`src/design/four_way_lru_cache_tag_lookup_unit_macros.svh`:
```
// Assertion macros shared by the cache tag lookup design.
`ifndef FOUR_WAY_LRU_CACHE_TAG_LOOKUP_UNIT_MACROS_SVH
`define FOUR_WAY_LRU_CACHE_TAG_LOOKUP_UNIT_MACROS_SVH

// Same-cycle implication, disabled while the active-low reset is asserted.
`define FWLRU_ASSERT_NOW(lbl, clk, rst_n, ante, cons, msg) \
    lbl: assert property (@(posedge clk) disable iff (!(rst_n)) (ante) |-> (cons)) \
        else $error(msg);

// Next-cycle implication, disabled while the active-low reset is asserted.
`define FWLRU_ASSERT_NEXT(lbl, clk, rst_n, ante, cons, msg) \
    lbl: assert property (@(posedge clk) disable iff (!(rst_n)) (ante) |=> (cons)) \
        else $error(msg);

`endif

```
`src/design/fwlru_pkg.sv`:
```
// Package with shared types and constants of the cache tag lookup unit.
`default_nettype none

package fwlru_pkg;

    localparam int DEF_SET_COUNT = 16384;
    localparam int DEF_TAG_BITS  = 16;
    localparam int WAYS          = 4;
    localparam int WAY_W         = 2;
    localparam int RANK_W        = 2;
    localparam int OFFSET_BITS   = 2;
    localparam int ADDR_W        = 32;
    localparam int CNT_W         = 32;

    typedef logic [WAY_W-1:0]               t_way;
    typedef logic [RANK_W-1:0]              t_rank;
    typedef logic [WAYS-1:0]                t_valid;
    typedef logic [WAYS-1:0][RANK_W-1:0]    t_ranks;

    // Outcome of one lookup and the new recency state of its set.
    typedef struct packed {
        logic   hit;
        t_way   way;
        logic   evict;
        t_valid valid_next;
        t_ranks ranks_next;
    } t_lru_result;

endpackage

`default_nettype wire

```
`src/design/fwlru_lru_update.sv`:
```
// Tag compare, way choice and true-LRU rank update for one set entry.
`default_nettype none

module fwlru_lru_update
    import fwlru_pkg::*;
#(
    parameter int TAG_BITS = DEF_TAG_BITS
) (
    input  wire logic   [TAG_BITS-1:0]           i_tag,
    input  wire t_valid                          i_valid,
    input  wire logic   [WAYS-1:0][TAG_BITS-1:0] i_tags,
    input  wire t_ranks                          i_ranks,
    output t_lru_result                          o_res,
    output logic        [WAYS-1:0][TAG_BITS-1:0] o_tags_next
);

    logic [WAYS-1:0] match;
    t_way            hit_way;
    t_way            free_way;
    t_way            old_way;
    t_rank           oldest;
    t_rank           old_age;
    t_way            way;
    logic            hit;
    logic            found;

    always_comb begin
        for (int w = 0; w < WAYS; w++) begin
            match[w] = i_valid[w] && (i_tags[w] == i_tag);
        end
        hit      = |match;
        found    = ~&i_valid;
        hit_way  = '0;
        free_way = '0;
        for (int w = WAYS - 1; w >= 0; w--) begin
            if (match[w]) begin
                hit_way = t_way'(w);
            end
            if (!i_valid[w]) begin
                free_way = t_way'(w);
            end
        end
        // Lowest way holding the largest rank; only used when the set is full.
        oldest  = '0;
        old_way = '0;
        for (int w = 0; w < WAYS; w++) begin
            if (i_ranks[w] > oldest) begin
                oldest  = i_ranks[w];
                old_way = t_way'(w);
            end
        end
    end

    always_comb begin
        o_res.hit        = hit;
        o_res.evict      = 1'b0;
        o_res.valid_next = i_valid;
        o_tags_next      = i_tags;
        if (hit) begin
            way     = hit_way;
            old_age = i_ranks[hit_way];
        end else if (found) begin
            way     = free_way;
            old_age = '1;
            o_res.valid_next[free_way] = 1'b1;
        end else begin
            way         = old_way;
            old_age     = oldest;
            o_res.evict = 1'b1;
        end
        if (!hit) begin
            o_tags_next[way] = i_tag;
        end
        o_res.way = way;
        // Ways younger than the touched one age by one; the touched way becomes newest.
        for (int v = 0; v < WAYS; v++) begin
            if (t_way'(v) == way) begin
                o_res.ranks_next[v] = '0;
            end else if (i_valid[v] && (i_ranks[v] < old_age)) begin
                o_res.ranks_next[v] = i_ranks[v] + t_rank'(1);
            end else begin
                o_res.ranks_next[v] = i_ranks[v];
            end
        end
    end

endmodule

`default_nettype wire

```
`config.mk`:
```
export PLATFORM = sky130hd
export DESIGN_NAME = fwlru_lru_update
export DESIGN_NICKNAME = d
export VERILOG_FILES = /design/src/design/four_way_lru_cache_tag_lookup_unit_macros.svh /design/src/design/fwlru_pkg.sv /design/src/design/fwlru_lru_update.sv
export SDC_FILE = /design/constraint.sdc
export NUM_CORES = 1
export LEC_CHECK = 0
export BUFFER_PORTS_ARGS = -buffer_cell sky130_fd_sc_hd__buf_2
export CORE_MARGIN = 3
export CORE_UTILIZATION = 47
export DETAILED_ROUTE_END_ITERATION = 8
export GPL_TIMING_DRIVEN = 0
export PLACE_DENSITY = 0.9
export SETUP_SLACK_MARGIN = 0.3
export SYNTH_ARGS = -nofsm -noshare
export SYNTH_HDL_FRONTEND = slang
export SYNTH_SLANG_ARGS = --single-unit
```
`constraint.sdc`:
```
create_clock -name vclk -period 8.39
set_input_delay 0.4195 -clock vclk [all_inputs]
set_output_delay 0.4195 -clock vclk [all_outputs]
set_load 0.02 [all_outputs]
```
==> results.cfg, run 1 <==
[layout]
finalNetCount = 553
drive_above_1_share = 0.5708
mostFrequentLayoutCells = 166 x buf_2, 55 x mux2_2, 45 x xor2_1
seq_area_um2 = 0
multi_input_area_um2 = 2205
fin_util = 0.6769
antenna_cells = 0
fill_cells = 386
nClkBuffers = 0
area_growth_pct = 35.45
final_cell_area_um2 = 3303
seq_cell_count = 0
final_common_cell = buf_2

[grt]
met1_usage = 0.2968
grt_pass1_vias = 2765
grt_pass1_wl_mm = 13.33
grt_overflow = 0
grt_max_degree = 11
grt_use_met2 = 0.5103
gr-usage-met3 = 0.03440
antenna_found_initial = 0
grt.busiest_layer = met2
grt_use_total = 0.2654

[floorplanning]
start_util = 0.4997
rows = 25
die_x_um = 78.03
io_pins = 172
die_y_um = 78.03
core_um2 = 4880
die_area_um2 = 6089

[pwr]
seqPwrFrac = 0
power.total_w = 0.0002370
p_per_area_nw_per_um2 = 71.74
switchingPower_w = 0.0001338
p_leak_nw = 1.670
p_int_w = 0.0001032
p_comb_frac = 1.000
power_frac_clock = 0
swShare = 0.5645
vdd_drop_max_v = 0.00005885

[sta]
fin_setup_tns_ns = 0
max_freq_mhz = 177.9
rsz0062_at_grt = false
min_period_ns = 5.622
hold_viol = 0
setup_viol_count_final = 0
fin_crit_sh = 0.6700
worst_pin_slew_ns = 0.6566
fin_ws_ns = 2.768
max-slew-margin-rel = 0.5599
drv_slew = 0

[synth]
syn_area_per_cell_um2 = 8.438
synth_warnings = 0
syn_area_um2 = 2439
synth_fp_nets = 395
yosysUniqueCellTypes = 49
synth_seq_area_share = 0
syn_inst = 289

[drt]
routedWlPerCell_um = 16.97
avgViaCountPerCell = 5.541
ant_nets = 0
finalWirelength_mm = 8.691
drc = 0
drtIter0Drc = 168
num_vias = 2837
dr.pass1.iters = 5

[clock_tree]
holdBufCountCts = 0
ctsResizeCount = 0
postCtsSetupRepairBufs = 0

[run]
maxCapViolCount = 0

[setup_path]
cp_max_fo = 10
endpoint_kind = primary output
worst-endpoint-arrival_ns = 5.20
critical_path_required_ns = 7.97
crit_type = input port to primary output
start_kind = input port

[placement]
place_ws_ns = 2.776
placed_cell_area_um2 = 3303
numPortBuffers = 156
gp_congestion = 0.8936
hpwl_mm = 7.587

[run_status]
status = completed

[worst_hold_path]
min_path_type = input port to primary output
==> kinds of logic after synthesis <==
kind of cell | after synthesis | synth area share
fa+ha+maj | 14 | 0.07183
buf+inv | 40 | 0.09595
compound gates | 38 | 0.1190
simple gates | 62 | 0.1447
mux | 68 | 0.3279
xor+xnor | 67 | 0.2406
==> final timing paths <==
| path | startpoint | slack [ns] | to | depth (start not counted) |
|---|---|---|---|---|
| max | i_ranks[0] | 2.77 | o_tags_next[57] | 23 |
| min | i_tags[58] | 1.21 | o_tags_next[58] | 3 |
==> per-layer routing <==
layer / wire length [µm] / share of wire
met5: 0 / 0
met4: 257 / 0.030
met3: 653 / 0.075
met2: 4602 / 0.53
met1: 3178 / 0.37
==> metrics by stage <==
step	std cells	hold WS (ns)
2_1_floorplan	289	0.9810
3_3_place_gp	512	1.211
3_5_place_dp	512	1.212
4_1_cts	512	1.212
5_1_grt	512	1.222
6_report	512	1.211
==> cell usage after synthesis, drive strengths merged (2+ instances only) <==
master | instances | share of area
mux2i | 3 | 0.012
o31a | 2 | 0.0072
a21oi | 8 | 0.021
mux2 | 65 | 0.32
xor2 | 45 | 0.16
or2 | 2 | 0.0051
a211oi | 3 | 0.014
o21a | 2 | 0.0062
o21ai | 5 | 0.010
xnor2 | 22 | 0.079
ha | 14 | 0.072
inv | 18 | 0.028
nand2b | 3 | 0.0077
nand3 | 5 | 0.014
nand2 | 10 | 0.018
o31ai | 2 | 0.0062
o22ai | 3 | 0.0077
nor2 | 11 | 0.017
nor4 | 10 | 0.026
nor3 | 8 | 0.018
and2 | 2 | 0.0051
buf | 22 | 0.068
nand4 | 6 | 0.015
==> power groups by stage <==
stage               clock network [W]  registers, W  logic, W
finish                              0             0  0.000237
global route                        0             0  0.000253
CTS                                 0             0  0.000236
detailed placement                  0             0  0.000236
global placement                    0             0  0.000231
floorplan                           0             0  0.000158
==> area by class of cell <==
cell class,instances,share of cell area
Multi-Input combinational cell,249,0.6674
Timing Repair Buffer,156,0.2364
Buffer,22,0.05038
Tap cell,67,0.02538
Inverter,18,0.02045
==> worst max-delay path: stages <==
cell and delay (ns):
buf_2 0.13, inv_1 0.09, ha_1 0.21, nand2b_1 0.17
ha_1 0.31, nor2_1 0.10, a2bb2oi_1 0.30, mux2i_1 0.30
ha_1 0.18, nor2_1 0.04, o22ai_1 0.17, mux2_2 0.38
ha_1 0.27, nand2b_1 0.06, a21oi_1 0.16, o21ai_0 0.11
a22o_1 0.26, o22ai_1 0.42, a21oi_4 0.16, nand3_2 0.24
buf_6 0.20, mux2_2 0.34, buf_2 0.17
No activity file was read; power rests on OpenSTA's default activity.
==> run 2: changes to the inputs <==
--- a/config.mk
+++ b/config.mk
@@ -5,12 +5,13 @@
 export SDC_FILE = /design/constraint.sdc
 export NUM_CORES = 1
 export LEC_CHECK = 0
+export ABC_AREA = 1
 export BUFFER_PORTS_ARGS = -buffer_cell sky130_fd_sc_hd__buf_2
 export CORE_MARGIN = 3
-export CORE_UTILIZATION = 47
+export CORE_UTILIZATION = 43
 export DETAILED_ROUTE_END_ITERATION = 8
 export GPL_TIMING_DRIVEN = 0
-export PLACE_DENSITY = 0.9
+export PLACE_DENSITY = 0.81
 export SETUP_SLACK_MARGIN = 0.3
 export SYNTH_ARGS = -nofsm -noshare
 export SYNTH_HDL_FRONTEND = slang
==> constraint.sdc (replaced) <==
create_clock -name vclk -period 5
set_input_delay 0.25 -clock vclk [all_inputs]
set_output_delay 0.25 -clock vclk [all_outputs]
set_load 0.02 [all_outputs]
==> results.cfg, run 2 <==
[pwr]
switchingPower_w = 0.0003334
p_comb_frac = 1.000
p_leak_nw = 2.530
seqPwrFrac = 0
p_int_w = 0.0001682
vdd_drop_max_v = 0.00007766
power_frac_clock = 0
swShare = 0.6647
p_per_area_nw_per_um2 = 121.7
power.total_w = 0.0005016

[grt]
grt_use_total = 0.3367
grt_pass1_wl_mm = 22.69
grt_max_degree = 11
grt_pass1_vias = 4468
grt_overflow = 0
antenna_found_initial = 0

[layout]
area_growth_pct = 31.80
fin_util = 0.5969
final_common_cell = nand2_1
finalNetCount = 888
nClkBuffers = 0
finalNonFillerCells = 876
seq_area_um2 = 0
antenna_cells = 0
mostFrequentLayoutCells = 203 x nand2_1, 176 x buf_2, 76 x inv_1
final_cell_area_um2 = 4123
seq_cell_count = 0
fill_cells = 757
drive_above_1_share = 0.3397

[drt]
dr.pass1.iters = 5
drtIter0Drc = 321
num_vias = 4721
drc = 0
routedWlPerCell_um = 16.81
finalWirelength_mm = 14.72
avgViaCountPerCell = 5.389
ant_nets = 0

[run]
maxCapViolCount = 0

[clock_tree]
holdBufCountCts = 0
ctsResizeCount = 0
postCtsSetupRepairBufs = 0

[synth]
synth.area.top_cells = nand2_1 24%, inv_1 9.1%, o21ai_2 8.1%, nor2_1 7.7%, ha_1 5.6%
syn_area_per_cell_um2 = 5.119
synth_warnings = 0
synth_top_cell_area_share = 0.2436
yosysTopAreaCell = nand2_1
syn_inst = 611
syn_area_um2 = 3128
synth_common_cells = 203 x nand2_1, 76 x inv_1, 64 x nor2_1, 29 x o21ai_2
synth_most_common_cell = nand2_1
synth_seq_area_share = 0
yosysUniqueCellTypes = 38
synth_fp_nets = 717

[sta]
rsz0062_at_grt = false
max_freq_mhz = 222.6
drv_slew = 0
min_period_ns = 4.493
fin_setup_tns_ns = 0
setup_viol_count_final = 0
fin_crit_sh = 0.8985
max-slew-margin-rel = 0.8024
worst_pin_slew_ns = 0.2942
hold_viol = 0

[setup_path]
crit_type = input port to primary output
endpoint_kind = primary output
worst-endpoint-arrival_ns = 4.24
start_kind = input port
cp_max_fo = 10
critical_path_required_ns = 4.75

[run_status]
status = completed

[placement]
dp_cells = 876
numPortBuffers = 169
placed_cell_area_um2 = 4094
gp_congestion = 1.007
hpwl_mm = 12.27

[floorplanning]
rows = 30
core_um2 = 6907
die_x_um = 91.29
die_y_um = 91.29
io_pins = 172
die_area_um2 = 8334
start_util = 0.4529

[worst_hold_path]
worstHoldPathCells = 4
min_path_type = input port to primary output
[run 2: cell count changes after synthesis, moves of 9 or more]
| cell | change |
|---|---|
| o21ai_0 | +20 |
| nand2_1 | +194 |
| inv_1 | +58 |
| xnor2_1 | -18 |
| nand3_1 | +23 |
| nor4_1 | -9 |
| o21ai_2 | +29 |
| mux2_4 | -10 |
| nor2_1 | +53 |
| o21ai_1 | +26 |
| mux2_2 | -55 |
| xor2_1 | -27 |
| inv_2 | +21 |
[run 2: path summary, 6_finish.rpt]
check	slack, ns	start	end
min	0.84	i_tags[50]	o_tags_next[50]
max	0.51	i_ranks[0]	o_tags_next[9]
[run 2: area by class of cell]
type | count | area [µm²] | area share
multi-input combinational | 498 | 2668 | 0.6470
timing repair buffer | 169 | 845.8 | 0.2052
tap | 96 | 120.1 | 0.02914
buffer | 16 | 125.1 | 0.03035
inverter | 97 | 364.1 | 0.08832
[run 2: metal layers]
layer,vias to the layer above,share of wire,global-route usage
li1,2285,-,-
met1,2099,0.39,0.4092
met2,294,0.47,0.5941
met3,43,0.097,0.04557
met4,0,0.038,0.1332
met5,-,0,0
[run 2: per-stage QoR]
step	hold slack [ns]	setup WS, ns
floorplan	0.6464	1.102
global placement	0.8449	0.5157
detailed placement	0.8440	0.4318
CTS	0.8461	0.4270
global route	0.8580	0.2586
finish	0.8443	0.5075
[run 2: cells by family after synthesis]
| group | share of synthesized area |
|---|---|
| adder cells (fa/ha/maj) | 0.05600 |
| AND/OR/NAND/NOR | 0.5308 |
| XOR/XNOR | 0.06160 |
| buffers and inverters | 0.1564 |
| AO/OA/AOI/OAI | 0.1952 |
[run 2: power by group through the flow]
stage | combinational (W) | sequential (W) | clock, W
2_1_floorplan | 0.000304 | 0 | 0
3_3_place_gp | 0.000481 | 0 | 0
3_5_place_dp | 0.000486 | 0 | 0
4_1_cts | 0.000488 | 0 | 0
5_1_grt | 0.000543 | 0 | 0
6_report | 0.000502 | 0 | 0
[run 2: worst max-delay path: stages]
cell and delay [ns]:
buf_2 0.12, inv_1 0.09, ha_1 0.20, inv_1 0.07, nand2_1 0.07, ha_1 0.34
nor2_2 0.16, o22ai_4 0.10, nand3_1 0.08, o21ai_1 0.11, ha_1 0.30, inv_1 0.04
o22ai_1 0.23, o21ai_0 0.15, ha_1 0.31, inv_1 0.05, o22ai_1 0.14, inv_1 0.10
a221oi_2 0.28, nor3b_4 0.26, nand2_1 0.18, buf_2 0.24, o21ai_1 0.17, buf_2 0.19
==> run 3: changes to the inputs <==
--- a/config.mk
+++ b/config.mk
@@ -12,6 +12,7 @@
 export DETAILED_ROUTE_END_ITERATION = 8
 export GPL_TIMING_DRIVEN = 0
 export PLACE_DENSITY = 0.81
+export RECOVER_POWER = 25
 export SETUP_SLACK_MARGIN = 0.3
 export SYNTH_ARGS = -nofsm -noshare
 export SYNTH_HDL_FRONTEND = slang
==> results.cfg, run 3 (synthesis results as in run 2) <==
[run_status]
status = completed

[floorplanning]
core_um2 = 6907
die_area_um2 = 8334
rows = 30
io_pins = 172
die_x_um = 91.29
die_y_um = 91.29
start_util = 0.4529

[pwr]
power.total_w = 0.0004996
swShare = 0.6677
switchingPower_w = 0.0003336
power_frac_clock = 0
vdd_drop_max_v = 0.00007778
p_leak_nw = 2.508
p_comb_frac = 1.000
p_int_w = 0.0001660
seqPwrFrac = 0
p_per_area_nw_per_um2 = 121.9

[drt]
drc = 0
avgViaCountPerCell = 5.385
num_vias = 4717
drtIter0Drc = 360
routedWlPerCell_um = 16.86
ant_nets = 0
finalWirelength_mm = 14.77
dr.pass1.iters = 5

[sta]
fin_crit_sh = 0.9095
rsz0062_at_grt = false
max_freq_mhz = 219.9
setup_viol_count_final = 0
min_period_ns = 4.548
hold_viol = 0
worst_pin_slew_ns = 0.5529
max-slew-margin-rel = 0.6314
fin_setup_tns_ns = 0
drv_slew = 0

[placement]
numPortBuffers = 169
dp_cells = 876
hpwl_mm = 12.27
gp_congestion = 1.007

[grt]
grt_pass1_vias = 4468
grt_use_total = 0.3367
grt_overflow = 0
grt_max_degree = 11
grt_pass1_wl_mm = 22.69
antenna_found_initial = 0

[setup_path]
start_kind = input port
worst-endpoint-arrival_ns = 4.30
crit_type = input port to primary output
endpoint_kind = primary output
cp_max_fo = 10
critical_path_required_ns = 4.75

[layout]
seq_cell_count = 0
finalNetCount = 888
drive_above_1_share = 0.3231
final_common_cell = nand2_1
finalNonFillerCells = 876
seq_area_um2 = 0
fill_cells = 765
area_growth_pct = 31.04
mostFrequentLayoutCells = 204 x nand2_1, 168 x buf_2, 78 x inv_1
antenna_cells = 0
multi_input_area_um2 = 2654
nClkBuffers = 0

[worst_hold_path]
worstHoldPathCells = 4
min_path_type = input port to primary output

[run]
maxCapViolCount = 0
## run 3: cell types whose count changed in the layout (fill, tap and decap cells not counted)
cell and change:
buf_2 -8, nand3_2 -1, nand3_1 +1, nand2_1 +1, a221oi_2 -1, nand2_2 -1
inv_2 -2, a221oi_1 +1, inv_1 +2, clkbuf_1 +8
## run 3: final timing paths
kind,slack [ns],to,from
worst max-delay path,0.45,o_tags_next[9],i_ranks[0]
worst min-delay path,0.85,o_tags_next[50],i_tags[50]
## run 3: final cells by class
class / instances / area share
Inverter: 97 / 0.08883
Multi-Input combinational cell: 498 / 0.6474
Tap cell: 96 / 0.02930
Timing Repair Buffer: 169 / 0.2039
Buffer: 16 / 0.03053
## run 3: power by group through the flow
stage	Sequential [W]	Combinational [W]	Clock, W
after floorplan	0	0.000304	0
after global placement	0	0.000481	0
after detailed placement	0	0.000486	0
after CTS	0	0.000488	0
after global routing	0	0.000540	0
final	0	0.000500	0
## run 3: what timing repair did
item	4_1_cts	5_1_grt
hold buffers	0	0
setup buffers	0	0
endpoints found under the setup margin	0	64
resized for setup	0	6
endpoints found under the hold margin	0	0
## run 3: stage by stage
stage	hold WS (ns)	setup WS [ns]	area (µm²)	util
4_1_cts	0.8461	0.4270	4094	0.5928
3_5_place_dp	0.8440	0.4318	4094	0.5928
6_report	0.8458	0.4523	4099	0.5935
5_1_grt	0.8580	0.1386	4099	0.5935
3_3_place_gp	0.8449	0.5157	4094	0.5928
2_1_floorplan	0.6464	1.102	3128	-
## run 3: worst max-delay path, stage by stage
cell and delay (ns):
buf_2 0.12, inv_1 0.09, ha_1 0.20, inv_1 0.07, nand2_1 0.07, ha_1 0.34
nor2_2 0.16, o22ai_4 0.10, nand3_1 0.08, o21ai_1 0.11, ha_1 0.30, inv_1 0.04
o22ai_1 0.23, o21ai_0 0.15, ha_1 0.31, inv_1 0.05, o22ai_1 0.14, inv_1 0.10
a221oi_1 0.35, nor3b_4 0.28, nand2_1 0.17, buf_2 0.24, o21ai_1 0.17, buf_2 0.19
## run 3: routing by layer
metal,up-vias,global-route usage,part of all wire
li1,2279,-,-
met1,2113,0.4092,0.39
met2,285,0.5941,0.48
met3,40,0.04557,0.095
met4,0,0.1332,0.038
met5,-,0,0
